`src/rtl/ngram_text_scorer_defines.svh`:
```
// ----------------------------------------------------------------------------
// ngram_text_scorer_defines
// Assertion macros shared by the n-gram scorer RTL. Each macro expects the
// names aclk and aresetn in the scope where it is used.
// ----------------------------------------------------------------------------
`ifndef NGRAM_TEXT_SCORER_DEFINES_SVH
`define NGRAM_TEXT_SCORER_DEFINES_SVH

// Same-cycle implication, disabled while reset is asserted.
`define NGTS_ASSERT_IMP(name, ante, cons, msg) \
    name: assert property (@(posedge aclk) disable iff (!aresetn) (ante) |-> (cons)) \
        else $error(msg);

// Next-cycle implication, disabled while reset is asserted.
`define NGTS_ASSERT_NXT(name, ante, cons, msg) \
    name: assert property (@(posedge aclk) disable iff (!aresetn) (ante) |=> (cons)) \
        else $error(msg);

`endif

```
`src/rtl/ngts_pkg.sv`:
```
// ----------------------------------------------------------------------------
// ngts_pkg
// Types and constants shared by the n-gram text scorer modules.
// ----------------------------------------------------------------------------
package ngts_pkg;

    localparam int NGRAM_LEN_DEF = 3;
    localparam int ALPHABET      = 26;

    localparam int LETTER_W  = 5;
    localparam int INDEX_W   = 15;
    localparam int VALUE_W   = 16;
    localparam int SUM_W     = 32;
    localparam int SEEN_W    = 3;
    localparam int S_DATA_W  = 40;
    localparam int S_USER_W  = 3;

    localparam logic [VALUE_W-1:0] UNSEEN_RESET = 16'h8000;

    typedef enum logic [1:0] {
        MODE_PRIOR = 2'd0,
        MODE_COND  = 2'd1,
        MODE_TEXT  = 2'd2
    } mode_t;

    // One stored table entry: present mark and Q7.8 log probability.
    typedef struct packed {
        logic                      present;
        logic signed [VALUE_W-1:0] value;
    } entry_t;

    // Control that travels with a letter from the read stage to the adder.
    typedef struct packed {
        logic first;
        logic last;
        logic add_cond;
        logic add_prior;
        logic too_short;
    } ctl_t;

endpackage

```
`src/rtl/ngts_window.sv`:
```
// ----------------------------------------------------------------------------
// ngts_window
// Letter window and count: forms the table read addresses for each letter
// and registers the control that goes with the read data.
// ----------------------------------------------------------------------------
module ngts_window import ngts_pkg::*; #(
    parameter int NGRAM_LEN = NGRAM_LEN_DEF
) (
    input  logic                         aclk,
    input  logic                         aresetn,
    input  logic                         take,
    input  logic [LETTER_W-1:0]          letter,
    input  logic                         first,
    input  logic                         last,
    output logic [$clog2(ALPHABET ** NGRAM_LEN)-1:0]       cond_addr,
    output logic [$clog2(ALPHABET ** (NGRAM_LEN - 1))-1:0] prior_addr,
    output ctl_t                         ctl
);

    localparam int COND_AW  = $clog2(ALPHABET ** NGRAM_LEN);
    localparam int PRIOR_AW = $clog2(ALPHABET ** (NGRAM_LEN - 1));
    localparam int DIGITS   = NGRAM_LEN - 1;

    // Most recent letter in entry 0.
    logic [LETTER_W-1:0] dig_reg  [DIGITS];
    logic [LETTER_W-1:0] dig_next [DIGITS];
    logic [SEEN_W-1:0]   seen_reg, seen_next;
    ctl_t                ctl_reg, ctl_next;

    logic [LETTER_W-1:0] letter_sat;
    logic [SEEN_W-1:0]   seen_base;
    logic [SEEN_W-1:0]   seen_inc;

    assign letter_sat = (letter > LETTER_W'(ALPHABET - 1)) ? LETTER_W'(ALPHABET - 1) : letter;
    assign seen_base  = first ? '0 : seen_reg;
    assign seen_inc   = (seen_base < SEEN_W'(NGRAM_LEN + 1)) ? seen_base + 1'b1 : seen_base;

    // Base-26 addresses, oldest letter most significant.
    always_comb begin
        logic [COND_AW-1:0]  acc_c;
        logic [COND_AW-1:0]  acc_p;
        logic [LETTER_W-1:0] base_d;
        acc_c = '0;
        acc_p = '0;
        for (int k = DIGITS - 1; k >= 0; k--) begin
            base_d = first ? '0 : dig_reg[k];
            acc_c  = acc_c * COND_AW'(ALPHABET) + COND_AW'(base_d);
            if (k < DIGITS - 1) begin
                acc_p = acc_p * COND_AW'(ALPHABET) + COND_AW'(base_d);
            end
        end
        cond_addr  = acc_c * COND_AW'(ALPHABET) + COND_AW'(letter_sat);
        acc_p      = acc_p * COND_AW'(ALPHABET) + COND_AW'(letter_sat);
        prior_addr = acc_p[PRIOR_AW-1:0];
    end

    always_comb begin
        seen_next = seen_reg;
        for (int k = 0; k < DIGITS; k++) begin
            dig_next[k] = dig_reg[k];
        end
        ctl_next = ctl_reg;
        if (take) begin
            ctl_next.first     = first;
            ctl_next.last      = last;
            ctl_next.add_cond  = (seen_base >= SEEN_W'(NGRAM_LEN - 1));
            ctl_next.add_prior = (seen_base == SEEN_W'(NGRAM_LEN - 2));
            ctl_next.too_short = (seen_inc <= SEEN_W'(NGRAM_LEN));
            if (last) begin
                // A closed string leaves a fresh window behind it.
                seen_next = '0;
                for (int k = 0; k < DIGITS; k++) begin
                    dig_next[k] = '0;
                end
            end else begin
                seen_next   = seen_inc;
                dig_next[0] = letter_sat;
                for (int k = 1; k < DIGITS; k++) begin
                    dig_next[k] = first ? '0 : dig_reg[k-1];
                end
            end
        end
    end

    always_ff @(posedge aclk) begin
        if (!aresetn) begin
            seen_reg <= '0;
            for (int k = 0; k < DIGITS; k++) begin
                dig_reg[k] <= '0;
            end
        end else begin
            seen_reg <= seen_next;
            for (int k = 0; k < DIGITS; k++) begin
                dig_reg[k] <= dig_next[k];
            end
        end
    end

    always_ff @(posedge aclk) begin
        ctl_reg <= ctl_next;
    end

    assign ctl = ctl_reg;

endmodule

```
`config.mk`:
```
export PLATFORM = sky130hd
export DESIGN_NAME = ngts_window
export DESIGN_NICKNAME = d
export VERILOG_FILES = /design/src/rtl/ngram_text_scorer_defines.svh /design/src/rtl/ngts_pkg.sv /design/src/rtl/ngts_window.sv
export SDC_FILE = /design/constraint.sdc
export NUM_CORES = 1
export LEC_CHECK = 0
export BUFFER_PORTS_ARGS = -buffer_cell sky130_fd_sc_hd__buf_4
export CAP_MARGIN = 20
export CORE_MARGIN = 2
export CORE_UTILIZATION = 35
export CTS_CLUSTER_DIAMETER = 80
export CTS_CLUSTER_SIZE = 10
export DETAILED_ROUTE_END_ITERATION = 8
export PLACE_DENSITY = 0.49
export SLEW_MARGIN = 20
export SYNTH_ARGS = -nofsm -noshare
export SYNTH_HDL_FRONTEND = slang
export SYNTH_SLANG_ARGS = --single-unit
export TNS_END_PERCENT = 10
```
`constraint.sdc`:
```
create_clock -name aclk -period 9.7 [get_ports aclk]
set_input_delay 0.97 -clock aclk [delete_from_list [all_inputs] [get_ports aclk]]
set_output_delay 0.97 -clock aclk [all_outputs]
set_load 0.01 [all_outputs]
```
# Word level (Yosys, flattened, before mapping)
# Memory sizes are Yosys's and may differ from the RTL's.
# Cells that the tools add are included.
[classes] n_addsub=4 mul=3 magnitude_cmp=4 eq_ne=1 muxes=12 bitwise=2
[ops] operator="two-way mux 5 bit" n=5
[ops] operator="two-way mux 10 bit" n=2
[ops] operator="multiplier 5 x 4 -> 9 bit, second input constant" n=2
[ops] operator="adder 15 x 5 -> 15 bit" n=1
[ops] operator="multiplier 11 x 4 -> 14 bit, second input constant" n=1
[ops] operator="adder 10 x 5 -> 11 bit" n=1
[ops] operator="adder 10 x 5 -> 10 bit" n=1
[ops] operator="two-way mux 3 bit" n=3
[ops] operator="greater-than comparator 5 bit, second input constant" n=1
[ops] operator="adder 3 x 1 -> 3 bit, second input constant" n=1
[ops] operator="== test 3 x 1 -> 1 bit, second input constant" n=1
[ops] operator=">= comparator 3 x 2 -> 1 bit, second input constant" n=1
[ops] operator="<= comparator 3 x 2 -> 1 bit, second input constant" n=1
[ops] operator="less-than comparator 3 bit, second input constant" n=1
[ops] operator="two-way mux 1 bit" n=2
[ops] operator="OR 1 bit" n=2
[word_totals] register_bits=8 ram_bits=10 in_bits=10 word_cells=33 memories=1
[mem_list] memory="dig_reg" depth=2 word_bits=5 rd=2 rd_ports_with_merged_regs=0 wr=2 line_no="ngts_window.sv:25" source="logic [LETTER_W-1:0] dig_reg [DIGITS];"

# Longest topological paths before layout
# Gate-level depths: netlist of run 1.
# An unclocked memory read counts as a cell.
[depth] ltp_word=6 depth_mapped=23 depth_no_buf=22

# Worst setup path after synthesis of run 1
# No wires, ideal clock.
[synth_timing] path_type="in2out" startpoint="in first" endpoint="out cond_addr[14]" arrival_ns=5.967 slack_ns=2.763 stages=21 path_buffers=1 cell_sequence="clkbuf_1 > nor2b_1 > ha_1 > fa_1 > fa_1 > a21o_1 > a21oi_1 > xnor2_1 > nand4_1 > or2_2 > xnor2_1 > inv_1 > fa_1 > inv_1 > ha_1 > inv_1 > nor4_1 > a311oi_1 > nor4_2 > nand3b_1 > xnor2_1"
[synth_between] elab_chain_cells=5 elab_cells_between_ends=6 cone_classes="2 x add/sub; 2 x mul; 2 x mux"
[synth_rtl] item="from (decl)" line_no="ngts_window.sv:13" source="input logic first,"
[synth_rtl] item="two-way mux 5 bit" line_no="ngts_window.sv:46" source="base_d = first ? '0 : dig_reg[k];"
[synth_rtl] item="multiplier 5 x 4 -> 9 bit" line_no="ngts_window.sv:47" source="acc_c = acc_c * COND_AW'(ALPHABET) + COND_AW'(base_d);"
[synth_rtl] item="adder 10 x 5 -> 11 bit *" line_no="ngts_window.sv:47"
[synth_rtl] item="multiplier 11 x 4 -> 14 bit *" line_no="ngts_window.sv:52" source="cond_addr = acc_c * COND_AW'(ALPHABET) + COND_AW'(letter_sat);"
[synth_rtl] item="adder 15 x 5 -> 15 bit *" line_no="ngts_window.sv:52"
[synth_rtl] item="to (decl)" line_no="ngts_window.sv:15" source="output logic [$clog2(ALPHABET ** NGRAM_LEN)-1:0] cond_addr,"
# Every way passes the cells marked *; elsewhere a longest branch is shown, timed or not.

# Worst setup path in the final report of run 1
# Ends and elaborated chain as after synthesis.

==> flow_summary.ini, run 1 <==
[status]
outcome = finished clean

[placement]
io_buffers = 39
place_hpwl_um = 5340
gpl.final_weighted_congestion = 0.728
placement.setup.worst_slack_ns = 2.26

[global_routing]
track_usage_pct = 13.1
antenna_violations_before_repair = 0
number_of_global_route_vias_before_repair = 2356
global_route.overflow_total = 0
maximum_number_of_pins_on_one_net_before_global_route_repair = 27
wire_length_of_the_first_global_routing_pass_um = 10500

[timing]
pnr_worst_setup_slack_ns = 2.26
timing_worst_slew_pin_value_ns = 0.537
timing_max_transition_violations_final = 0
total_negative_setup_slacks_ns = 0
hold_viol_final = 0
slew_headroom_pct = 64.0
setup_viol_count_final = 0
fin_worst_skew_ns = 0.00244
finalCritPeriodShare_pct = 76.7
max_freq_ghz = 0.134
rsz0062_at_grt = false
post-route-min-period_ns = 7.44

[clocking]
tritoncts = built
htree_num_levels = 1
clockRootBuffer = clkbuf_8
clock_transition_at_the_register_clock_pins_on_the_worst_setup_and_hold_paths_after_cts_ns = 0.07
post_cts_hold_buffer_count = 0
cts_inserted_buffers = 3
post_cts.resized_instances = 0
cts.sinks = 18
cts_post_setup_buffers_inserted = 0
worstSkewPairLatency_ns = 0.26
cts_max_path_buffers = 2

[drt]
postRouteAntennaNets = 0
detail_route.iter0.violations = 40
drc_errors = 0
detail_route.wl_per_cell_um = 12.4
drt_first_pass_iters = 4
via_count = 2412
total_length_of_routed_wires_um = 6190
route.detailed.vias_per_inst = 4.82

[worst_setup_path]
worst_setup_path_end_kind = primary output
worstSetupStartpointType = input pin
arrival_ns = 6.47
timing.rr.end = seen_reg[2]
cp.required_ns = 8.73
critPathKind = input pin to primary output
worst-r2r-setup-slack_ns = 8.52
worst-r2r-cell-count = 6
peak_fanout_along_the_critical_path = 15
startpoint_of_the_worst_slack_reg_to_reg_timing_path = seen_reg[1]

[final_layout]
post_route_cells_drive_above_1_share_pct = 12.8
area_delta_synth_final_pct = 14.0
largest_register_ffs = 10
fillCellCount = 895
nNetsFinal = 483
layout.core_utilization_pct = 40.6
antenna_cells = 0

[logic_synthesis]
synth_largest_type_area_fraction_pct = 26.6
synthesis_stage_register_bit_count = 18
synth.top_cells.by_count = ha_1 (65), inv_1 (53), xnor2_1 (29)
synth_enable_flop_cells = 5
sequential_share_of_the_synthesized_area_pct = 13.4
synth_area_leader_cell = ha_1
synthesis.area_per_instance_um2 = 8.53
synthesis.area_mm2 = 0.00306
synth_most_common_cell = ha_1
post_synth_num_cell_types = 44
synth_nets = 449
synthesis.yosys.warnings = 0
ys_async_sr_fraction_pct = 0
post_synth_inst_count = 359
ys_top_cells_by_area = ha_1 (27%), fa_1 (9.8%), dfxtp_1 (8.5%), xnor2_1 (8.3%), inv_1 (6.5%)
ys_dominant_reg_cell = dfxtp_1

[power_and_ir_drop]
ir_drop_mv = 0.0753
combPwrFrac_pct = 31.3
power.share.clock_pct = 27.7
power_report.internal_total_uw = 136
power.share.switching_pct = 30.5
leakage_uw = 0.00189
power.switching_uw = 59.9
powerDensity_mw_per_mm2 = 56.3
seq_power_share_pct = 41.0

[hold_path]
min_path_type = register to register
hp-start = dig_reg[0][7]
timing.hold.worst_path_depth = 2
worst_hold_path.endpoint = dig_reg[0][7]

[floorplan]
rows = 34
io_pins = 40
die_h_um = 97.5
effective_utilization_at_floorplan_pct = 35.6
die_w_um = 97.5
floorplan.core_area_mm2 = 0.00859
design.die.area_mm2 = 0.00951

[job]
max_cap_viol_count = 0
## how the worst max path moves through the flow
stage | from | endpoint | slack, ns | depth (start not counted)
CTS | first | cond_addr[14] | 2.23 | 22
global route | first | cond_addr[14] | 1.71 | 22
finish | first | cond_addr[14] | 2.26 | 23
detailed placement | first | cond_addr[14] | 2.26 | 22
floorplan | first | cond_addr[14] | 2.76 | 21
global placement | first | cond_addr[14] | 2.36 | 23
## per-stage QoR
stage / total power [uW] / area [um^2] / instances / hold slack (ns)
6_report: 196 / 3490 / 500 / 0.478
5_1_grt: 207 / 3490 / 500 / 0.504
4_1_cts: 199 / 3490 / 500 / 0.486
3_5_place_dp: 145 / 3440 / 496 / 0.476
3_3_place_gp: 144 / 3440 / 496 / 0.465
2_1_floorplan: 121 / 3060 / 359 / 0.450
## layout make-up
cell class                 count  area (um^2)  share of cell area, %
inverter                      53          199                   5.70
multi-input combinational    278         2410                   69.0
sequential                    18          410                   11.8
timing repair buffer          39          293                   8.39
clock inverter                 1         3.75                  0.108
tap                          108          135                   3.87
clock buffer                   3         41.3                   1.18
## cells in the final DEF (no fill, tap or decap), types with 2 or more instances in the layout
cell type,instances
ha_1,65
a21oi_1,19
a21o_1,9
xnor2_1,29
o211ai_1,2
xor2_1,12
inv_1,53
a21boi_0,3
nand2b_1,13
nor2_1,23
o21ai_0,7
nand2_1,15
nand3b_1,2
or2_2,2
dfxtp_1,13
o22ai_1,9
nand3_1,7
clkbuf_8,3
o21a_1,2
nor3b_1,3
fa_1,15
and2_1,10
edfxtp_1,5
buf_4,39
nor2b_1,9
o21bai_1,4
## critical path, stage by stage
cell and delay, ns:
buf_4 0.16, nor2b_1 0.33, ha_1 0.33, fa_1 0.52, fa_1 0.47, a21o_1 0.20, a21oi_1 0.17, xnor2_1 0.21
nand4_1 0.16, or2_2 0.31, xnor2_1 0.19, inv_1 0.11, fa_1 0.54, inv_1 0.04, ha_1 0.36, nor3b_1 0.17
a31oi_1 0.16, o21ai_0 0.11, a311oi_1 0.45, nor4_2 0.14, nand3b_1 0.13, xnor2_1 0.12, buf_4 0.13
## kinds of logic after synthesis
logic type | share of synthesized area, %
simple gates | 16.1
xor+xnor | 11.7
flops | 13.4
fa+ha+maj | 36.4
buf+inv | 7.97
compound gates | 14.4
## per-layer routing
| layer | share of wire, % | up-vias | global-route usage [%] | wire (um) |
|---|---|---|---|---|
| met4 | 0.76 | 0 | 2.56 | 47 |
| met2 | 51 | 32 | 24.9 | 3160 |
| met3 | 2.0 | 5 | 0.647 | 122 |
| met1 | 46 | 1108 | 16.2 | 2860 |
| met5 | 0 | - | 0 | 0 |
| li1 | - | 1267 | - | - |
## power groups by stage
stage                     clock network (uW)  logic (uW)  registers (uW)
after floorplan                            0        38.4            82.7
after global placement                     0        62.3            82.2
after detailed placement                   0        62.6            82.2
after CTS                               55.4        62.8            80.5
after global routing                    57.6        68.4            80.6
final                                   54.4        61.4            80.5
Note: power is estimated with default switching activity, not from simulation.
==> run 2: changes to the inputs <==
Settings changed: PLACE_DENSITY 0.49 to 0.51.
Clock period 9.7 ns to 6.65 ns, I/O delays scaled along.
==> flow_summary.ini, run 2 (same netlist as run 1, synthesis figures left out) <==
[placement]
gpl.final_weighted_congestion = 0.733
io_buffers = 39
placement.setup.worst_slack_ns = 0.0642
place_hpwl_um = 5240

[clocking]
cts_max_path_buffers = 2
cts.sinks = 18
worstSkewPairLatency_ns = 0.25
clockRootBuffer = clkbuf_8
tritoncts = built
htree_num_levels = 1
cts_post_setup_buffers_inserted = 0
clock_transition_at_the_register_clock_pins_on_the_worst_setup_and_hold_paths_after_cts_ns = 0.06
cts_inserted_buffers = 3

[worst_setup_path]
cp.required_ns = 5.98
arrival_ns = 5.64
worst-r2r-cell-count = 6
worstSetupStartpointType = input pin
startpoint_of_the_worst_slack_reg_to_reg_timing_path = seen_reg[1]
peak_fanout_along_the_critical_path = 9
worst-r2r-setup-slack_ns = 5.48
timing.rr.end = seen_reg[2]
worst_setup_path_end_kind = primary output
critPathKind = input pin to primary output

[floorplan]
floorplan.core_area_mm2 = 0.00859
design.die.area_mm2 = 0.00951
io_pins = 40
rows = 34
effective_utilization_at_floorplan_pct = 35.6
die_h_um = 97.5
die_w_um = 97.5

[timing]
max_freq_ghz = 0.159
fin_worst_skew_ns = 0.00507
rsz0062_at_grt = false
setup_viol_count_final = 0
slew_headroom_pct = 53.4
post-route-min-period_ns = 6.30
finalCritPeriodShare_pct = 94.7
timing_worst_slew_pin_value_ns = 0.695
total_negative_setup_slacks_ns = 0
pnr_worst_setup_slack_ns = 0.350
hold_viol_final = 0
timing_max_transition_violations_final = 0

[hold_path]
hp-start = dig_reg[0][7]
min_path_type = register to register
worst_hold_path.endpoint = dig_reg[0][7]
timing.hold.worst_path_depth = 2

[final_layout]
layout.cells.most_common_list = ha_1 (64), inv_1 (53), buf_4 (48)
layout.cells.most_common = ha_1
antenna_cells = 0
post_route_cells_drive_above_1_share_pct = 17.5
nNetsFinal = 492
area_delta_synth_final_pct = 18.7
largest_register_ffs = 10

[global_routing]
global_route.overflow_total = 0
track_usage_pct = 12.9
number_of_global_route_vias_before_repair = 2421
antenna_violations_before_repair = 0
wire_length_of_the_first_global_routing_pass_um = 10500
maximum_number_of_pins_on_one_net_before_global_route_repair = 27

[power_and_ir_drop]
leakage_uw = 0.00197
ir_drop_mv = 0.144
powerDensity_mw_per_mm2 = 78.6

[job]
max_cap_viol_count = 0

[drt]
route.detailed.vias_per_inst = 4.76
drc_errors = 0
detail_route.wl_per_cell_um = 11.7
via_count = 2422
detail_route.iter0.violations = 44
drt_first_pass_iters = 4
postRouteAntennaNets = 0
total_length_of_routed_wires_um = 5960

[status]
outcome = finished clean
run 2: per-stage QoR:
| step | instances | total power (uW) | instance area (um^2) | hold slack [ns] | utilization, % |
|---|---|---|---|---|---|
| 2_1_floorplan | 359 | 177 | 3060 | 0.450 | - |
| 3_3_place_gp | 505 | 211 | 3510 | 0.470 | 40.9 |
| 3_5_place_dp | 505 | 212 | 3510 | 0.471 | 40.9 |
| 4_1_cts | 509 | 290 | 3560 | 0.482 | 41.4 |
| 5_1_grt | 509 | 304 | 3630 | 0.525 | 42.3 |
| 6_report | 509 | 286 | 3630 | 0.477 | 42.3 |
run 2: worst max-delay path by stage:
stage | slack [ns] | endpoint | startpoint
CTS | 0.06 | cond_addr[14] | first
global route | 0.005 | cond_addr[14] | first
floorplan | 0.32 | cond_addr[14] | first
detailed placement | 0.06 | cond_addr[14] | first
global placement | 0.15 | cond_addr[14] | first
finish | 0.35 | cond_addr[13] | first
run 2: worst max-delay path, cell delays in order:
cell and delay, ns:
buf_4 0.16, nor2b_2 0.15, ha_1 0.25, fa_1 0.49
fa_1 0.46, a21o_1 0.20, a21oi_2 0.14, xnor2_1 0.16
nand4_1 0.13, or2_2 0.31, xnor2_2 0.15, inv_1 0.09
fa_1 0.53, inv_1 0.04, ha_2 0.35, inv_1 0.10
nor4_2 0.25, a311oi_1 0.07, buf_4 0.18, nor3b_1 0.32
nand2_1 0.11, xnor2_1 0.15, buf_4 0.14
run 2: layout make-up:
cell class	instances	area, um^2
fillers	888	4960
multi-input cells	278	2480
flip-flops and latches	18	410
repair buffers	48	360
inverters	53	199
well taps	108	135
clock buffers	3	41.3
clock inverters	1	3.75
run 2: timing repair:
item,CTS,global route
hold buffers,0,0
endpoints found under the setup margin,0,4
gates resized for setup,0,14
run 2: per-layer routing:
layer	track usage, %	routed length (um)
met5	0	0
met3	1.29	122
met4	1.60	22
met2	23.4	2940
met1	16.9	2870
run 2: where the power goes:
part | total (uW) | internal, uW | leakage (uW) | switching [uW]
Sequential | 117 | 116 | 0.000152 | 1.24
Combinational | 91.3 | 43.0 | 0.00179 | 48.3
Clock | 77.0 | 41.0 | 0.0000231 | 35.9
==> run 3: changes to the inputs <==
Settings changed: SKIP_LAST_GASP set to 1.
Clock period 6.65 ns to 5.4 ns, I/O delays scaled along.
==> flow_summary.ini, run 3 (same netlist as run 1, synthesis figures left out) <==
[final_layout]
nNetsFinal = 552
post_route_cells_drive_above_1_share_pct = 31.9
layout.cells.most_common = buf_4
fillCellCount = 872
layout.core_utilization_pct = 49.1
layout.cells.most_common_list = buf_4 (106), ha_1 (59), inv_1 (49)
largest_register_ffs = 10
multi_input_comb_area_mm2 = 0.00260
final_cells = 569
final-seq-area_um2 = 410
area_delta_synth_final_pct = 37.8
antenna_cells = 0

[hold_path]
timing.hold.worst_path_depth = 2
min_path_type = register to register

[clocking]
clockRootBuffer = clkbuf_8
cts_inserted_buffers = 3
tritoncts = built
clock_transition_at_the_register_clock_pins_on_the_worst_setup_and_hold_paths_after_cts_ns = 0.07
htree_num_levels = 1
cts_max_path_buffers = 2
cts.sinks = 18
worstSkewPairLatency_ns = 0.25

[timing]
hold_viol_final = 0
timing_max_transition_violations_final = 0
fin_worst_skew_ns = 0.000716
max_freq_ghz = 0.176
finalCritPeriodShare_pct = 105
pnr_worst_setup_slack_ns = -0.271
slew_headroom_pct = 65.7
timing_worst_slew_pin_value_ns = 0.514
setup_viol_count_final = 5
rsz0062_at_grt = true
post-route-min-period_ns = 5.67

[worst_setup_path]
cp-endpoint = cond_addr[14]
worst-r2r-cell-count = 6
peak_fanout_along_the_critical_path = 7
arrival_ns = 5.13
worst-r2r-setup-slack_ns = 4.23
timing.rr.end = seen_reg[2]
startpoint_of_the_worst_slack_reg_to_reg_timing_path = seen_reg[1]
worstSetupStartpointType = input pin
worstSetupStartpoint = first
cp.required_ns = 4.86
worst_setup_path_end_kind = primary output
critPathKind = input pin to primary output

[floorplan]
floorplan.core_area_mm2 = 0.00859
rows = 34
design.die.area_mm2 = 0.00951
io_pins = 40
die_h_um = 97.5
die_w_um = 97.5
effective_utilization_at_floorplan_pct = 35.6

[global_routing]
global_route.overflow_total = 0
maximum_number_of_pins_on_one_net_before_global_route_repair = 27
wire_length_of_the_first_global_routing_pass_um = 11100
number_of_global_route_vias_before_repair = 2651
track_usage_pct = 13.4
antenna_violations_before_repair = 0

[power_and_ir_drop]
seq_power_share_pct = 38.8
ir_drop_mv = 0.133
powerDensity_mw_per_mm2 = 88.4
leakage_uw = 0.00229
power.share.clock_pct = 28.8
power_report.internal_total_uw = 268
power.switching_uw = 105
power.share.switching_pct = 28.1
finalPower_uw = 373
combPwrFrac_pct = 32.4

[drt]
total_length_of_routed_wires_um = 6330
postRouteAntennaNets = 0
detail_route.iter0.violations = 22
route.detailed.vias_per_inst = 4.64
drt_first_pass_iters = 4
drc_errors = 0
via_count = 2643
detail_route.wl_per_cell_um = 11.1

[placement]
place.detailed.instances = 559
place_hpwl_um = 5460
gpl.final_weighted_congestion = 0.740
placement.setup.worst_slack_ns = -0.413
io_buffers = 39

[job]
max_cap_viol_count = 0

[status]
violations_in_the_final_reports = setup timing
outcome = finished, violations left
run 3: cell count changes in the layout (fill, tap and decap cells not counted), sizes merged:
cell / previous run / this run
clkinv: 1 / 0
clkbuf: 3 / 4
buf: 48 / 108
run 3: final cells by class:
class                      count  area share [%]
clock buffer                   4            1.30
timing repair buffer         108            19.4
inverter                      53            4.77
tap                          108            3.20
multi-input combinational    278            61.6
sequential                    18            9.72
run 3: how the worst min path moves through the flow:
stage | startpoint | end
2_1_floorplan | dig_reg[0][2] | dig_reg[0][7]
3_3_place_gp | dig_reg[0][7] | dig_reg[0][7]
3_5_place_dp | dig_reg[0][7] | dig_reg[0][7]
4_1_cts | dig_reg[0][7] | dig_reg[0][7]
5_1_grt | dig_reg[0][5] | dig_reg[0][5]
6_report | dig_reg[0][7] | dig_reg[0][7]
run 3: critical path, stage by stage:
cell      delay [ns]
buf_6           0.12
nor2b_4         0.15
buf_6           0.12
ha_4            0.19
ha_4            0.21
ha_2            0.18
fa_2            0.40
a21o_1          0.17
a21oi_2         0.12
xnor2_1         0.16
nand4_1         0.16
or2_4           0.26
xnor2_2         0.14
inv_1           0.08
fa_1            0.50
inv_2           0.05
ha_4            0.28
inv_4           0.05
nor4_2          0.26
a311oi_1        0.09
buf_4           0.17
nor4_4          0.26
nand3b_1        0.15
xnor2_2         0.15
buf_4           0.14
run 3: metal layers:
layer  vias up  wire length [um]  global-route usage, %
met1      1213              3020                   17.6
met4         0                 8                   1.60
li1       1406                 -                      -
met3         2               112                  0.576
met5         -                 0                      0
met2        22              3190                   25.1
run 3: through the flow:
step / TNS (ns) / hold slack [ns] / area [um^2]
detailed placement: -1.49 / 0.473 / 4060
floorplan: -0.220 / 0.454 / 3230
finish: -0.986 / 0.478 / 4220
global placement: -1.07 / 0.467 / 4060
CTS: -0.883 / 0.483 / 4200
global route: -2.17 / 0.522 / 4220
run 3: power groups by stage:
stage	registers, uW	logic, uW	clock network, uW
after floorplan	149	72.2	0
after global placement	147	121	0
after detailed placement	148	123	0
after CTS	145	124	110
after global routing	145	135	117
final	145	121	107
run 3: timing repair:
| action | 4_1_cts | 5_1_grt |
|---|---|---|
| pin swaps | 16 | 9 |
| endpoints found under the setup margin | 5 | 7 |
| setup buffers | 5 | 1 |
| hold buffers | 0 | 0 |
| resized for setup | 9 | 3 |
