==> config.mk <==
export PLATFORM = sky130hd
export DESIGN_NAME = ngts_accum
export DESIGN_NICKNAME = d
export VERILOG_FILES = /design/src/rtl/ngram_text_scorer_defines.svh /design/src/rtl/ngts_pkg.sv /design/src/rtl/ngts_accum.sv
export SDC_FILE = /design/constraint.sdc
export NUM_CORES = 1
export LEC_CHECK = 0
export ABC_AREA = 1
export BUFFER_PORTS_ARGS = -buffer_cell sky130_fd_sc_hd__buf_2
export CAP_MARGIN = 15
export CORE_UTILIZATION = 50
export CTS_CLUSTER_DIAMETER = 200
export CTS_CLUSTER_SIZE = 20
export DETAILED_ROUTE_END_ITERATION = 16
export PLACE_DENSITY_LB_ADDON = 0.1
export REMOVE_ABC_BUFFERS = 1
export SLEW_MARGIN = 15
export SYNTH_ARGS = -nofsm -noshare
export SYNTH_HDL_FRONTEND = slang
export SYNTH_SLANG_ARGS = --single-unit
==> constraint.sdc <==
create_clock -name aclk -period 4.39 [get_ports aclk]
set_input_delay 0.878 -clock aclk [delete_from_list [all_inputs] [get_ports aclk]]
set_output_delay 0.878 -clock aclk [all_outputs]
set_load 0.005 [all_outputs]
==> src/rtl/ngram_text_scorer_defines.svh <==
// ----------------------------------------------------------------------------
// ngram_text_scorer_defines
// Assertion macros shared by the n-gram scorer RTL. Each macro expects the
// names aclk and aresetn in the scope where it is used.
// ----------------------------------------------------------------------------
`ifndef NGRAM_TEXT_SCORER_DEFINES_SVH
`define NGRAM_TEXT_SCORER_DEFINES_SVH

// Same-cycle implication, disabled while reset is asserted.
`define NGTS_ASSERT_IMP(name, ante, cons, msg) \
    name: assert property (@(posedge aclk) disable iff (!aresetn) (ante) |-> (cons)) \
        else $error(msg);

// Next-cycle implication, disabled while reset is asserted.
`define NGTS_ASSERT_NXT(name, ante, cons, msg) \
    name: assert property (@(posedge aclk) disable iff (!aresetn) (ante) |=> (cons)) \
        else $error(msg);

`endif

==> src/rtl/ngts_pkg.sv <==
// ----------------------------------------------------------------------------
// ngts_pkg
// Types and constants shared by the n-gram text scorer modules.
// ----------------------------------------------------------------------------
package ngts_pkg;

    localparam int NGRAM_LEN_DEF = 3;
    localparam int ALPHABET      = 26;

    localparam int LETTER_W  = 5;
    localparam int INDEX_W   = 15;
    localparam int VALUE_W   = 16;
    localparam int SUM_W     = 32;
    localparam int SEEN_W    = 3;
    localparam int S_DATA_W  = 40;
    localparam int S_USER_W  = 3;

    localparam logic [VALUE_W-1:0] UNSEEN_RESET = 16'h8000;

    typedef enum logic [1:0] {
        MODE_PRIOR = 2'd0,
        MODE_COND  = 2'd1,
        MODE_TEXT  = 2'd2
    } mode_t;

    // One stored table entry: present mark and Q7.8 log probability.
    typedef struct packed {
        logic                      present;
        logic signed [VALUE_W-1:0] value;
    } entry_t;

    // Control that travels with a letter from the read stage to the adder.
    typedef struct packed {
        logic first;
        logic last;
        logic add_cond;
        logic add_prior;
        logic too_short;
    } ctl_t;

endpackage

==> src/rtl/ngts_accum.sv <==
// ----------------------------------------------------------------------------
// ngts_accum
// Saturating score accumulator and result register.
// ----------------------------------------------------------------------------
module ngts_accum import ngts_pkg::*; (
    input  logic               aclk,
    input  logic               aresetn,
    input  logic               fire,
    input  ctl_t               ctl,
    input  entry_t             cond_entry,
    input  entry_t             prior_entry,
    input  logic [VALUE_W-1:0] unseen_score,
    input  logic               m_tready,
    output logic               m_tvalid,
    output logic [SUM_W-1:0]   m_tdata,    // [31:0] total_score
    output logic [0:0]         m_tuser     // [0] too_short
);

    logic [SUM_W-1:0] sum_reg, sum_next;
    logic             out_valid_reg, out_valid_next;
    logic [SUM_W-1:0] out_data_reg, out_data_next;
    logic             out_short_reg, out_short_next;

    logic [VALUE_W-1:0] addend;
    logic [SUM_W-1:0]   sum_base;
    logic [SUM_W:0]     sum_wide;
    logic [SUM_W-1:0]   sum_sat;

    always_comb begin
        if (ctl.add_cond) begin
            addend = cond_entry.present ? cond_entry.value : unseen_score;
        end else if (ctl.add_prior && prior_entry.present) begin
            addend = prior_entry.value;
        end else begin
            addend = '0;
        end
    end

    assign sum_base = ctl.first ? '0 : sum_reg;
    assign sum_wide = {sum_base[SUM_W-1], sum_base}
                    + {{(SUM_W - VALUE_W + 1){addend[VALUE_W-1]}}, addend};

    always_comb begin
        if (sum_wide[SUM_W] != sum_wide[SUM_W-1]) begin
            sum_sat = sum_wide[SUM_W] ? {1'b1, {(SUM_W - 1){1'b0}}} : {1'b0, {(SUM_W - 1){1'b1}}};
        end else begin
            sum_sat = sum_wide[SUM_W-1:0];
        end
    end

    always_comb begin
        sum_next       = sum_reg;
        out_valid_next = out_valid_reg && !m_tready;
        out_data_next  = out_data_reg;
        out_short_next = out_short_reg;
        if (fire) begin
            if (ctl.last) begin
                sum_next       = '0;
                out_valid_next = 1'b1;
                out_data_next  = sum_sat;
                out_short_next = ctl.too_short;
            end else begin
                sum_next = sum_sat;
            end
        end
    end

    always_ff @(posedge aclk) begin
        if (!aresetn) begin
            sum_reg       <= '0;
            out_valid_reg <= 1'b0;
        end else begin
            sum_reg       <= sum_next;
            out_valid_reg <= out_valid_next;
        end
    end

    always_ff @(posedge aclk) begin
        out_data_reg  <= out_data_next;
        out_short_reg <= out_short_next;
    end

    assign m_tvalid   = out_valid_reg;
    assign m_tdata    = out_data_reg;
    assign m_tuser[0] = out_short_reg;

endmodule

=== After elaboration in Yosys (flattened, before gate mapping) ===
Cells that the tools add are included.

* Memories: 0
* Memory bits (writable): 0
* Output and inout bits: 34
* Register bits after elaboration: 66
* Latch bits: 0
* Input bits: 59
* Bits in read-only memories: 0

* $add $sub $neg: 1
* Equality and inequality tests: 1
* Multiplexer cells: 9
* Reductions and logical operators: 4
* Multipliers: 0
* $lt $le $gt $ge: 0
* Divide/modulo/power cells: 0
* Shift-type cells: 0
* Bitwise gates (word level): 0

{| class="wikitable"
|+ Operators by type and width
! kind !! number
|-
| $mux 32 || 4
|-
| $mux 16 || 3
|-
| $add 32x16->33 || 1
|-
| $logic_and 1x1->1 || 2
|-
| $mux 1 || 2
|-
| $reduce_and 2->1 || 1
|-
| $logic_not 1->1 || 1
|-
| $ne 1x1->1 || 1
|}

=== Longest topological paths before layout ===
Gate-level depths: netlist (run 1).

* Word-level depth: 7
* Depth in mapped cells: 23

=== Worst setup path before layout (run 1) ===
Ideal clock, no wire load.

* Kind: input to register
* From: input cond_entry[16] in the netlist's numbering
* To: register out_data_reg[1] (netlist: m_tdata[1]), data pin
* Buffers on the path: 1
* Setup time: 275 ps
* Cell stages on the path: 15
* Arrival time: 3756 ps
* Path slack: 360 ps
* Cell sequence: inv_1 clkbuf_1 nor2_1 o22ai_1 ha_1 nand2_1 inv_1 a21oi_1 nand2_1 a21oi_1 nand2_1 nand2_2 nand2_4 nor2_4 a21oi_1

* Longest elaborated chain between the ends: 5

{| class="wikitable"
|+ RTL lines
! item !! RTL line !! text
|-
| start, declared || ngts_accum.sv:10 || <nowiki>input entry_t cond_entry,</nowiki>
|-
| $mux 16 * || ngts_accum.sv:31 || <nowiki>addend = cond_entry.present ? cond_entry.value : unseen_score;</nowiki>
|-
| $mux 16 * || ngts_accum.sv:30 || <nowiki>if (ctl.add_cond) begin</nowiki>
|-
| $add 32x16->33 * || ngts_accum.sv:41 || <nowiki>+ {{(SUM_W - VALUE_W + 1){addend[VALUE_W-1]}}, addend};</nowiki>
|-
| $mux 32 or $ne 1x1->1 (tied branches) || ngts_accum.sv:45, ngts_accum.sv:44 ||
|-
| $mux 32 * || ngts_accum.sv:44 || <nowiki>if (sum_wide[SUM_W] != sum_wide[SUM_W-1]) begin</nowiki>
|-
| named net sum_sat[1] || ngts_accum.sv:27 || <nowiki>logic [SUM_W-1:0] sum_sat;</nowiki>
|-
| end signal, assigned || ngts_accum.sv:79 || <nowiki>out_data_reg <= out_data_next;</nowiki>
|-
| end, declared || ngts_accum.sv:21 || <nowiki>logic [SUM_W-1:0] out_data_reg, out_data_next;</nowiki>
|}

The timed path passes the listed nets; every way through them passes the cells marked *.
A chain may end at the register's enable or synchronous reset.

=== Final worst setup path (run 1) ===
* From: input ctl[2] in the netlist's numbering
* To: register sum_reg[3]

* Longest elaborated chain between the ends: 5

{| class="wikitable"
|+ RTL lines
! item !! RTL line !! text
|-
| start, declared || ngts_accum.sv:9 || <nowiki>input ctl_t ctl,</nowiki>
|-
| $mux 16 * || ngts_accum.sv:30 ||
|-
| $add 32x16->33 * || ngts_accum.sv:41 ||
|-
| $mux 32 or $ne 1x1->1 (tied branches) || ngts_accum.sv:45, ngts_accum.sv:44 ||
|-
| $mux 32 * || ngts_accum.sv:44 ||
|-
| named net sum_sat[3] || ngts_accum.sv:27 ||
|-
| $mux 32 * || ngts_accum.sv:57 || <nowiki>if (ctl.last) begin</nowiki>
|-
| end signal, assigned || ngts_accum.sv:73 || <nowiki>sum_reg <= sum_next;</nowiki>
|-
| end, declared || ngts_accum.sv:19 || <nowiki>logic [SUM_W-1:0] sum_reg, sum_next;</nowiki>
|}

Marked as above.

==> results of run 1 <==
power breakdown:
part | internal, mW | switching (mW)
logic | 0.152 | 0.280
registers | 0.706 | 0.0154
clock network | 0.308 | 0.219
total | 1.17 | 0.515
kinds of logic (layout without fill, tap and decap cells):
kind of cell	count (synthesis)	after routing	synth area share, %
AOI/OAI and AO/OA	121	121	13.1
DFF	66	66	31.6
xor gates and xnor gates	20	20	3.35
adders and majority gates	33	33	8.03
buffers and inverters	140	232	10.7
and+or+nand+nor	427	427	33.3
stage by stage:
step / instances / worst slack (ps) / cell area [um2] / total power, mW
5_1_grt: 1032 / 8.09 / 6010 / 1.77
6_report: 1032 / 394 / 6010 / 1.68
4_1_cts: 1032 / 450 / 6010 / 1.69
2_1_floorplan: 786 / 332 / 5120 / 1.01
3_3_place_gp: 1016 / 234 / 5800 / 1.15
3_5_place_dp: 1016 / 69.3 / 5800 / 1.16
worst max-delay path by stage:
stage,depth (start not counted),endpoint
2_1_floorplan,15,sum_reg[1]
3_3_place_gp,18,sum_reg[14]
3_5_place_dp,22,sum_reg[3]
4_1_cts,22,sum_reg[3]
5_1_grt,22,sum_reg[18]
6_report,22,sum_reg[3]
layout make-up:
cell class,instances,area (um2),share of cell area [%]
Tap cell,133,166,2.77
Clock buffer,14,173,2.87
Sequential cell,66,1650,27.5
Inverter,119,447,7.43
Clock inverter,2,35.0,0.583
Timing Repair Buffer,97,510,8.50
Multi-Input combinational cell,601,3030,50.4
metal layers:
| layer | vias up | track usage [%] | share of wire, % |
|---|---|---|---|
| met5 | - | 0 | 0 |
| li1 | 2703 | - | - |
| met3 | 12 | 3.01 | 8.0 |
| met4 | 0 | 7.14 | 1.2 |
| met1 | 2403 | 41.1 | 49 |
| met2 | 214 | 39.5 | 42 |
cells in the final DEF (no fill, tap or decap), drive strengths merged:
| master | instances |
|---|---|
| nand2 | 297 |
| inv | 119 |
| nor2 | 100 |
| buf | 97 |
| a21oi | 67 |
| edfxtp | 33 |
| dfxtp | 33 |
| ha | 32 |
| o21ai | 32 |
| nand3 | 18 |
| xor2 | 16 |
| o22ai | 15 |
| clkbuf | 14 |
| nand3b | 8 |
| o21bai | 7 |
| xnor2 | 4 |
| and2 | 1 |
| or2 | 1 |
| nor3 | 1 |
| nor4 | 1 |
| fa | 1 |
| clkinv | 1 |
| bufinv | 1 |
worst register-to-register path, delay by kind of cell (launching register included):
kind	cells	cell delay, ps
adder cells (fa/ha/maj)	2	620
buffers and inverters	3	200
AO/OA/AOI/OAI	1	60
flip-flops	1	340
AND/OR/NAND/NOR	15	1840
==> summary.txt, run 1 <==
Placeable Area = 0.00995 mm2
Final Hold Viols = 0
critical path class = in -> reg
clk_lat worst skew = 340 ps
Final TNS setup = 0 ps
diode count = 0
gr usage total = 26.9%
hold path endpoint = m_tvalid
# nets final = 986
Post-DRT Antenna Nets = 0
DRC Markers = 0
row count = 36
Cell Pwr Density = 280 mW/mm2
IO Port Bufs = 92
worst hold stages = 2
critical path launch point = ctl[2]
die height = 104 um
TritonCTS sink count = 66
H-tree levels = 3
Critical-path top delay cell = fa_1
most common cell in the netlist = nand2_1
CP max stage delay = 480 ps
Initial Utilization = 52.6%
synth unique cells = 30
Post-synth EDFFs = 33
minimum clock period = 4000 ps
full die area = 0.0109 mm2
drt first pass iters = 5
FF-to-FF setup slack = 1190 ps
commonest register cell after synthesis = edfxtp_1
#FFs+latches synth = 66
Max clock buf depth = 2
Ys Warns = 0
Layout area overhead = 14.8%
r2r endpoint = sum_reg[3]
Rel. slew slack = 26.4%
Buf/Inv on CP = 4
reg2reg start = sum_reg[0]
R2R depth = 21
Max Freq = 250 MHz
fillers = 970
worst slew pin tran = 1100 ps
post-synth top area cell = nand2_1
CP endpoint kind = flop
share of post-route cells with drive strength above 1 = 16.5%
Pleak = 3.14 nW
worst-path fanout max = 21
crit-path leading delay family = simple AND/OR/NAND/NOR gates
final design utilization = 60.4%
hpwl dp = 11200 um
top post-synthesis cells by area = nand2_1, edfxtp_1, dfxtp_1
pin count of the biggest net entering global routing = 34
RSZ-0062 raised after global routing = false
vias per inst = 5.17
CP Cell Sequence = buf_2 -> inv_1 -> nand3_1 -> o21ai_0 -> inv_1 -> fa_1 -> inv_1 -> nand3_1 -> nand2_1 -> nand2_1 -> nand2_2 -> nand2_1 -> nand2_2 -> nand2_2 -> nand2_2 -> nand2_1 -> nand2_2 -> nand3_2 -> nand2_1 -> nand2_2 -> nand2_1 -> a21oi_1
antenna violations before repair = 0
WHS = 464 ps
status = finished, final reports clean
post-route clock period utilization = 91.0%
# hold bufs at CTS = 0
DR iter-0 viols = 413
GRT overflow = 0
clock root buffer = clkbuf_8
most frequent cells after synthesis = nand2_1, inv_1, nor2_1
routed wire length = 14200 um
worst vdd ir = 0.202 mV
HP Start = m_tvalid
setup bufs post-CTS = 0
I/O pin cnt = 93
Data arrival, critical path = 4180 ps
TritonCTS clock tree = done
via total after detailed routing = 5332
first-pass GRT wire length = 23500 um
worst path required time = 4580 ps
MaxCap Viol Count = 0
Final setup viols = 0
die width = 104 um
mapped cell area = 0.00523 mm2
clk_skew = 6.72 ps
Max Slew Vio Count = 0
Min-Delay Path Class = reg -> reg
Mapped Avg Cell Area = 6.48 um2
Cells after Synth = 807
GP Congestion = 0.952
vias in the first global route = 4869
Routed WL per cell = 13.8 um
CP Launch Type = input pin
Synth top area share = 19.9%
CTS resizes = 0
post-synthesis sequential area ratio = 31.6%
clock-pin transition on the worst setup and hold timing paths = 70 ps
CTS Buf Count = 9
Async SR Flop Fraction = 0%
Power figures use the tool's default switching activity.
==> inputs of run 2 (changes only) <==
--- a/config.mk
+++ b/config.mk
@@ -8,7 +8,7 @@
 export ABC_AREA = 1
 export BUFFER_PORTS_ARGS = -buffer_cell sky130_fd_sc_hd__buf_2
 export CAP_MARGIN = 15
-export CORE_UTILIZATION = 50
+export CORE_UTILIZATION = 57
 export CTS_CLUSTER_DIAMETER = 200
 export CTS_CLUSTER_SIZE = 20
 export DETAILED_ROUTE_END_ITERATION = 16
==> run 2 against run 1 <==
The run now ends with design-rule violations left. First-iteration DRC count decreased by 22%. Global-route usage increased by 4.1 points. Core utilization increased by 7.1 points. Routed wire length decreased by 0.98%. Final area decreased by 1.1%. Combinational power decreased by 1%. Sequential power about the same. Fmax increased by 1.5%. Critical endpoint is now sum_reg[18]. Largest power group unchanged.
==> summary.txt, run 2 (synthesized netlist as in run 1, its figures left out) <==
post-route clock period utilization = 89.7% (-1.3 points)
full die area = 0.00957 mm2 (-12%)
TritonCTS clock tree = done
clk_skew = 11.3 ps (+4.55 ps)
drt first pass iters = 11 (+6)
Pint = 1.12 mW (-4.0%)
part of the power in registers = 44.3% (+1.4 points)
vias per inst = 5.28 (+2.2%)
Routed WL per cell = 14.0 um (+1.6%)
Max Slew Vio Count = 0 (unchanged)
Data arrival, critical path = 4100 ps (-80 ps)
Layout area overhead = 13.6%
hpwl dp = 11100 um (-0.98%)
most common cell after layout, fill and taps aside = nand2_1
worst-path fanout max = 21 (unchanged)
MaxCap Viol Count = 0 (unchanged)
# hold bufs at CTS = 0 (unchanged)
Cell Pwr Density = 274 mW/mm2 (-2.1%)
critical path launch point = ctl[2]
Placeable Area = 0.00881 mm2 (-12%)
vias in the first global route = 5013 (+3.0%)
post-route non-filler standard cell count = 1006 (-2.5%)
pin count of the biggest net entering global routing = 34 (unchanged)
Placed Cells = 990 (-2.6%)
DR iter-0 viols = 324 (-22%)
worst slew pin tran = 1120 ps (+15.0 ps)
Max Freq = 254 MHz (+1.5%)
share of post-route cells with drive strength above 1 = 16.5% (+0.018 points)
# nets final = 985 (-0.10%)
clk_lat worst skew = 340 ps (about the same)
minimum clock period = 3940 ps (-58.1 ps)
DRC Markers = 12 (+12)
r2r endpoint = sum_reg[18]
first-pass GRT wire length = 23600 um (+0.35%)
failing checks = design-rule violations
setup bufs post-CTS = 0 (unchanged)
via total after detailed routing = 5314 (-0.34%)
Final TNS setup = 0 ps (unchanged)
die width = 97.8 um (-6.2%)
CTS resizes = 0 (unchanged)
Total Power = 1.63 mW (-3.2%)
CTS Buf Count = 9 (unchanged)
CP Launch Type = input pin
Setup crit end = sum_reg[18]
worst path required time = 4550 ps (-30 ps)
Rel. slew slack = 25.4% (-1.0 points)
status = finished, violations left
NetSw = 507 uW (-1.6%)
Final setup viols = 0 (unchanged)
GRT overflow = 0 (unchanged)
routed wire length = 14100 um (-0.98%)
R2R depth = 21 (unchanged)
Final Hold Viols = 0 (unchanged)
GP Congestion = 1.04 (+9.6%)
row count = 34 (-5.6%)
IO Port Bufs = 92 (unchanged)
critical path class = in -> reg
Pleak = 3.12 nW (-0.41%)
die height = 97.8 um (-6.2%)
commonest cells after routing, fill and taps aside = nand2_1, inv_1, nor2_1
diode count = 0 (unchanged)
Min-Delay Path Class = reg -> reg
Post-DRT Antenna Nets = 0 (unchanged)
clock share of power = 29.5% (-1.9 points)
clock root buffer = clkbuf_8
Initial Utilization = 59.4% (+6.9 points)
worst vdd ir = 0.141 mV (-30%)
antenna violations before repair = 0 (unchanged)
TritonCTS sink count = 66 (unchanged)
reg2reg start = sum_reg[0]
H-tree levels = 3 (unchanged)
CP endpoint kind = flop
I/O pin cnt = 93 (unchanged)
Sw Ratio = 31.2% (+0.53 points)
RSZ-0062 raised after global routing = false
gr usage total = 31.0% (+4.1 points)
clock-pin transition on the worst setup and hold timing paths = 70 ps (about the same)
Max clock buf depth = 2 (unchanged)
fillers = 814 (-16%)
FF-to-FF setup slack = 1340 ps (+150 ps)
combinational power share = 26.2% (+0.5 points)
[run 2: cell types whose count changed in the layout (fill, tap and decap cells not counted), sizes merged]
cell	previous run	this run
buf	97	96
bufinv	1	0
clkinv	1	2
[run 2: per-stage QoR]
stage | hold slack, ps | worst slack (ps) | utilization [%] | area, um2
5_1_grt | 489 | 23.6 | 67.5 | 5940
4_1_cts | 466 | 436 | 67.5 | 5940
6_report | 462 | 452 | 67.5 | 5940
3_3_place_gp | 443 | 219 | 65.3 | 5750
3_5_place_dp | 456 | 88.8 | 65.3 | 5750
2_1_floorplan | 445 | 332 | - | 5120
[run 2: power by group through the flow]
stage          combinational (mW)  sequential (mW)  clock [mW]
4_1_cts                     0.420            0.721       0.482
3_3_place_gp                0.408            0.733           0
6_report                    0.426            0.721       0.480
2_1_floorplan               0.271            0.735           0
5_1_grt                     0.475            0.725       0.504
3_5_place_dp                0.418            0.734           0
[run 2: final cells by class]
type | instances | area (um2) | area share (%)
well taps | 108 | 135 | 2.27
clock buffers | 14 | 183 | 3.07
repair buffers | 96 | 490 | 8.25
clock inverters | 2 | 10.0 | 0.168
flip-flops and latches | 66 | 1650 | 27.8
multi-input cells | 601 | 3030 | 50.9
inverters | 119 | 447 | 7.52
[run 2: metal layers]
layer / routed length, um / up-vias / part of all wire (%) / global-route usage (%)
li1: - / 2701 / - / -
met1: 6940 / 2356 / 49 / 47.2
met2: 5750 / 240 / 41 / 46.1
met3: 1120 / 17 / 8.0 / 3.58
met4: 246 / 0 / 1.8 / 8.86
met5: 0 / - / 0 / 0
[run 2: how the worst min path moves through the flow]
stage	endpoint	cells after the start	startpoint	slack, ps
after CTS	m_tvalid	2	m_tvalid	470
after floorplan	sum_reg[0]	2	sum_reg[0]	450
after detailed placement	m_tvalid	2	m_tvalid	460
after global placement	m_tvalid	2	m_tvalid	440
after global routing	sum_reg[3]	2	sum_reg[3]	490
final	m_tvalid	2	m_tvalid	460
[run 2: worst max-delay path, cell delays in order]
cell and delay, ps:
buf_2 170, inv_1 90, nand3_1 240, o21ai_0 430, inv_1 120, fa_1 460
inv_1 100, nand3_1 70, nand2_1 120, nand2_1 70, nand2_2 80, nand2_1 70
nand2_2 100, nand2_2 80, nand2_2 70, nand2_1 70, nand2_2 90, nand3_2 340
nand2_1 200, nand2_1 90, nand2_1 90, a21oi_1 60
==> inputs of run 3 (changes only) <==
--- a/config.mk
+++ b/config.mk
@@ -5,7 +5,6 @@
 export SDC_FILE = /design/constraint.sdc
 export NUM_CORES = 1
 export LEC_CHECK = 0
-export ABC_AREA = 1
 export BUFFER_PORTS_ARGS = -buffer_cell sky130_fd_sc_hd__buf_2
 export CAP_MARGIN = 15
 export CORE_UTILIZATION = 57
==> run 3 against run 2 <==
Count of clock-buffer cells in the layout decreased by 5. Non-clock buffer count increased by 28. Die area decreased by 6.1%. Combinational power decreased by 25%. The run now ends clean. Critical path depth decreased by 8. Setup slack got worse by 150 ps. Final area decreased by 1.2%. Sequential share of layout area increased by 0.33 points.
==> summary.txt, run 3 <==
commonest cells after routing, fill and taps aside = buf_2, nand2_1, a21oi_1
GP Congestion = 0.960 (-7.9%)
Initial Utilization = 59.4% (about the same)
Total Power = 1.65 mW (+1.7%)
post-route clock period utilization = 93.1% (+3.4 points)
worst path required time = 4450 ps (-100 ps)
Max Slew Vio Count = 0 (unchanged)
share of post-route cells with drive strength above 1 = 26.8% (+10 points)
most common cell after layout, fill and taps aside = buf_2
most frequent cells after synthesis = nand2_1, a21oi_1, nor2b_1
die width = 94.8 um (-3.1%)
Max clock buf depth = 2 (unchanged)
Pleak = 2.55 nW (-18%)
CTS Buf Count = 9 (unchanged)
CTS resizes = 0 (unchanged)
RSZ-0062 raised after global routing = false
CP Launch Type = input pin
Async SR Flop Fraction = 0% (unchanged)
via total after detailed routing = 4555 (-14%)
Synth top area share = 20.2% (+0.33 points)
clock root buffer = clkbuf_8
clk_lat worst skew = 350 ps (about the same)
GRT overflow = 0 (unchanged)
Placeable Area = 0.00826 mm2 (-6.2%)
TritonCTS sink count = 66 (unchanged)
critical path class = in -> reg
drt first pass iters = 5 (-6)
Final Hold Viols = 0 (unchanged)
worst slew pin tran = 1060 ps (-53.0 ps)
post-synthesis sequential area ratio = 33.7% (+2.1 points)
most common cell in the netlist = nand2_1
full die area = 0.00898 mm2 (-6.1%)
fillers = 677 (-17%)
synth unique cells = 59 (+97%)
TritonCTS clock tree = done
pre-CTS setup slack = -0.0866 ps (-88.9 ps)
I/O pin cnt = 93 (unchanged)
# nets final = 737 (-25%)
minimum clock period = 4090 ps (+148 ps)
Min-Delay Path Class = reg -> reg
H-tree levels = 3 (unchanged)
IO Port Bufs = 92 (unchanged)
Cells after Synth = 544 (-33%)
die height = 94.8 um (-3.1%)
DRC Markers = 0 (-12)
Post-DRT Antenna Nets = 0 (unchanged)
routed wire length = 12900 um (-8.5%)
worst-path fanout max = 31 (+48%)
CP endpoint kind = flop
worst vdd ir = 0.195 mV (+38%)
vias in the first global route = 4417 (-12%)
pin count of the biggest net entering global routing = 45 (+32%)
top post-synthesis cells by area = edfxtp_1, dfxtp_1, ha_1
vias per inst = 6.03 (+14%)
setup bufs post-CTS = 0 (unchanged)
Layout area overhead = 19.7%
met2 WL = 5950 um (+3.4%)
row count = 33 (-2.9%)
diode count = 0 (unchanged)
fin worst setup slack = 304 ps (-148 ps)
first-pass GRT wire length = 20700 um (-12%)
#FFs+latches synth = 66 (unchanged)
post-synth top area cell = edfxtp_1
Cell Pwr Density = 282 mW/mm2 (+2.9%)
commonest register cell after synthesis = edfxtp_1
Max Used Layer = met4
antenna violations before repair = 0 (unchanged)
hpwl dp = 9400 um (-15%)
Max Freq = 245 MHz (-3.6%)
Ys Warns = 0 (unchanged)
mapped cell area = 0.00491 mm2 (-6.2%)
Mapped Avg Cell Area = 9.02 um2 (+39%)
Final setup viols = 0 (unchanged)
met3 WL = 813 um (-27%)
DR iter-0 viols = 227 (-30%)
Rel. slew slack = 28.8% (+3.4 points)
gr usage total = 29.9% (-1.1 points)
Routed WL per cell = 17.0 um (+22%)
MaxCap Viol Count = 0 (unchanged)
Metal-1 WL = 5800 um (-16%)
Post-synth EDFFs = 33 (unchanged)
clk_skew = 9.95 ps (-1.33 ps)
clock-pin transition on the worst setup and hold timing paths = 80 ps (about the same)
# hold bufs at CTS = 0 (unchanged)
status = finished, final reports clean
Data arrival, critical path = 4140 ps (+40 ps)
[run 3: cell count changes after synthesis, moves of 11 or more]
cell      delta
a21o_1      +16
mux2_2      +16
a21oi_1     -26
o211ai_1    +16
a22o_1      +16
nand2_2     -17
nor2_1      -80
o21ai_1     +27
xnor2_1     +11
o311ai_1    +21
nor2b_1     +38
o22ai_1     -15
inv_1      -109
nand2_1    -215
[run 3: layout make-up]
type / instances / area (um2) / share of cell area (%)
clock buffers: 9 / 124 / 2.11
clock inverters: 7 / 125 / 2.13
inverters: 10 / 37.5 / 0.639
multi-input cells: 434 / 3050 / 52.0
flip-flops and latches: 66 / 1650 / 28.1
well taps: 105 / 131 / 2.24
repair buffers: 124 / 751 / 12.8
[run 3: logic make-up after synthesis]
family          count (synthesis)  share of synthesized area [%]
compound gates                200                           29.2
simple gates                  156                           15.6
flops                          66                           33.7
buf+inv                        44                           4.16
fa+ha+maj                      33                           8.57
xor+xnor                       29                           5.18
mux                            16                           3.67
[run 3: final timing paths]
kind	from	endpoint	slack [ps]	cells past startpoint
min reg2reg	sum_reg[6]	sum_reg[6]	460	2
min	sum_reg[6]	sum_reg[6]	460	2
max	cond_entry[16]	m_tdata[22]	300	14
max reg2reg	sum_reg[0]	m_tdata[22]	930	13
[run 3: layer usage]
metal | vias up | global-route usage [%]
met5 | - | 0
met4 | 0 | 14.1
met3 | 28 | 5.80
met2 | 150 | 48.2
met1 | 2131 | 38.2
li1 | 2246 | -
[run 3: through the flow]
step | std cells | utilization [%] | TNS [ps] | cell area (um2) | hold WS (ps)
3_5_place_dp | 739 | 68.1 | -0.0866 | 5620 | 441
2_1_floorplan | 510 | - | -17220 | 4740 | 425
4_1_cts | 755 | 71.1 | 0 | 5870 | 461
3_3_place_gp | 739 | 68.1 | 0 | 5620 | 434
6_report | 755 | 71.1 | 0 | 5870 | 455
5_1_grt | 755 | 71.1 | 0 | 5870 | 480
[run 3: worst max-delay path, stage by stage]
cell	delay (ps)
buf_2	160
mux2_2	340
a22oi_1	280
inv_1	90
ha_1	320
a211oi_1	370
o21ai_1	150
o21a_1	210
a21o_1	250
a21bo_1	230
nand4_1	260
and2_1	230
buf_12	190
o21ai_0	160
[run 3: power by group]
| group | internal [mW] | switching, mW | total, mW |
|---|---|---|---|
| registers | 0.685 | 0.00993 | 0.695 |
| logic | 0.140 | 0.180 | 0.320 |
| clock network | 0.382 | 0.258 | 0.640 |
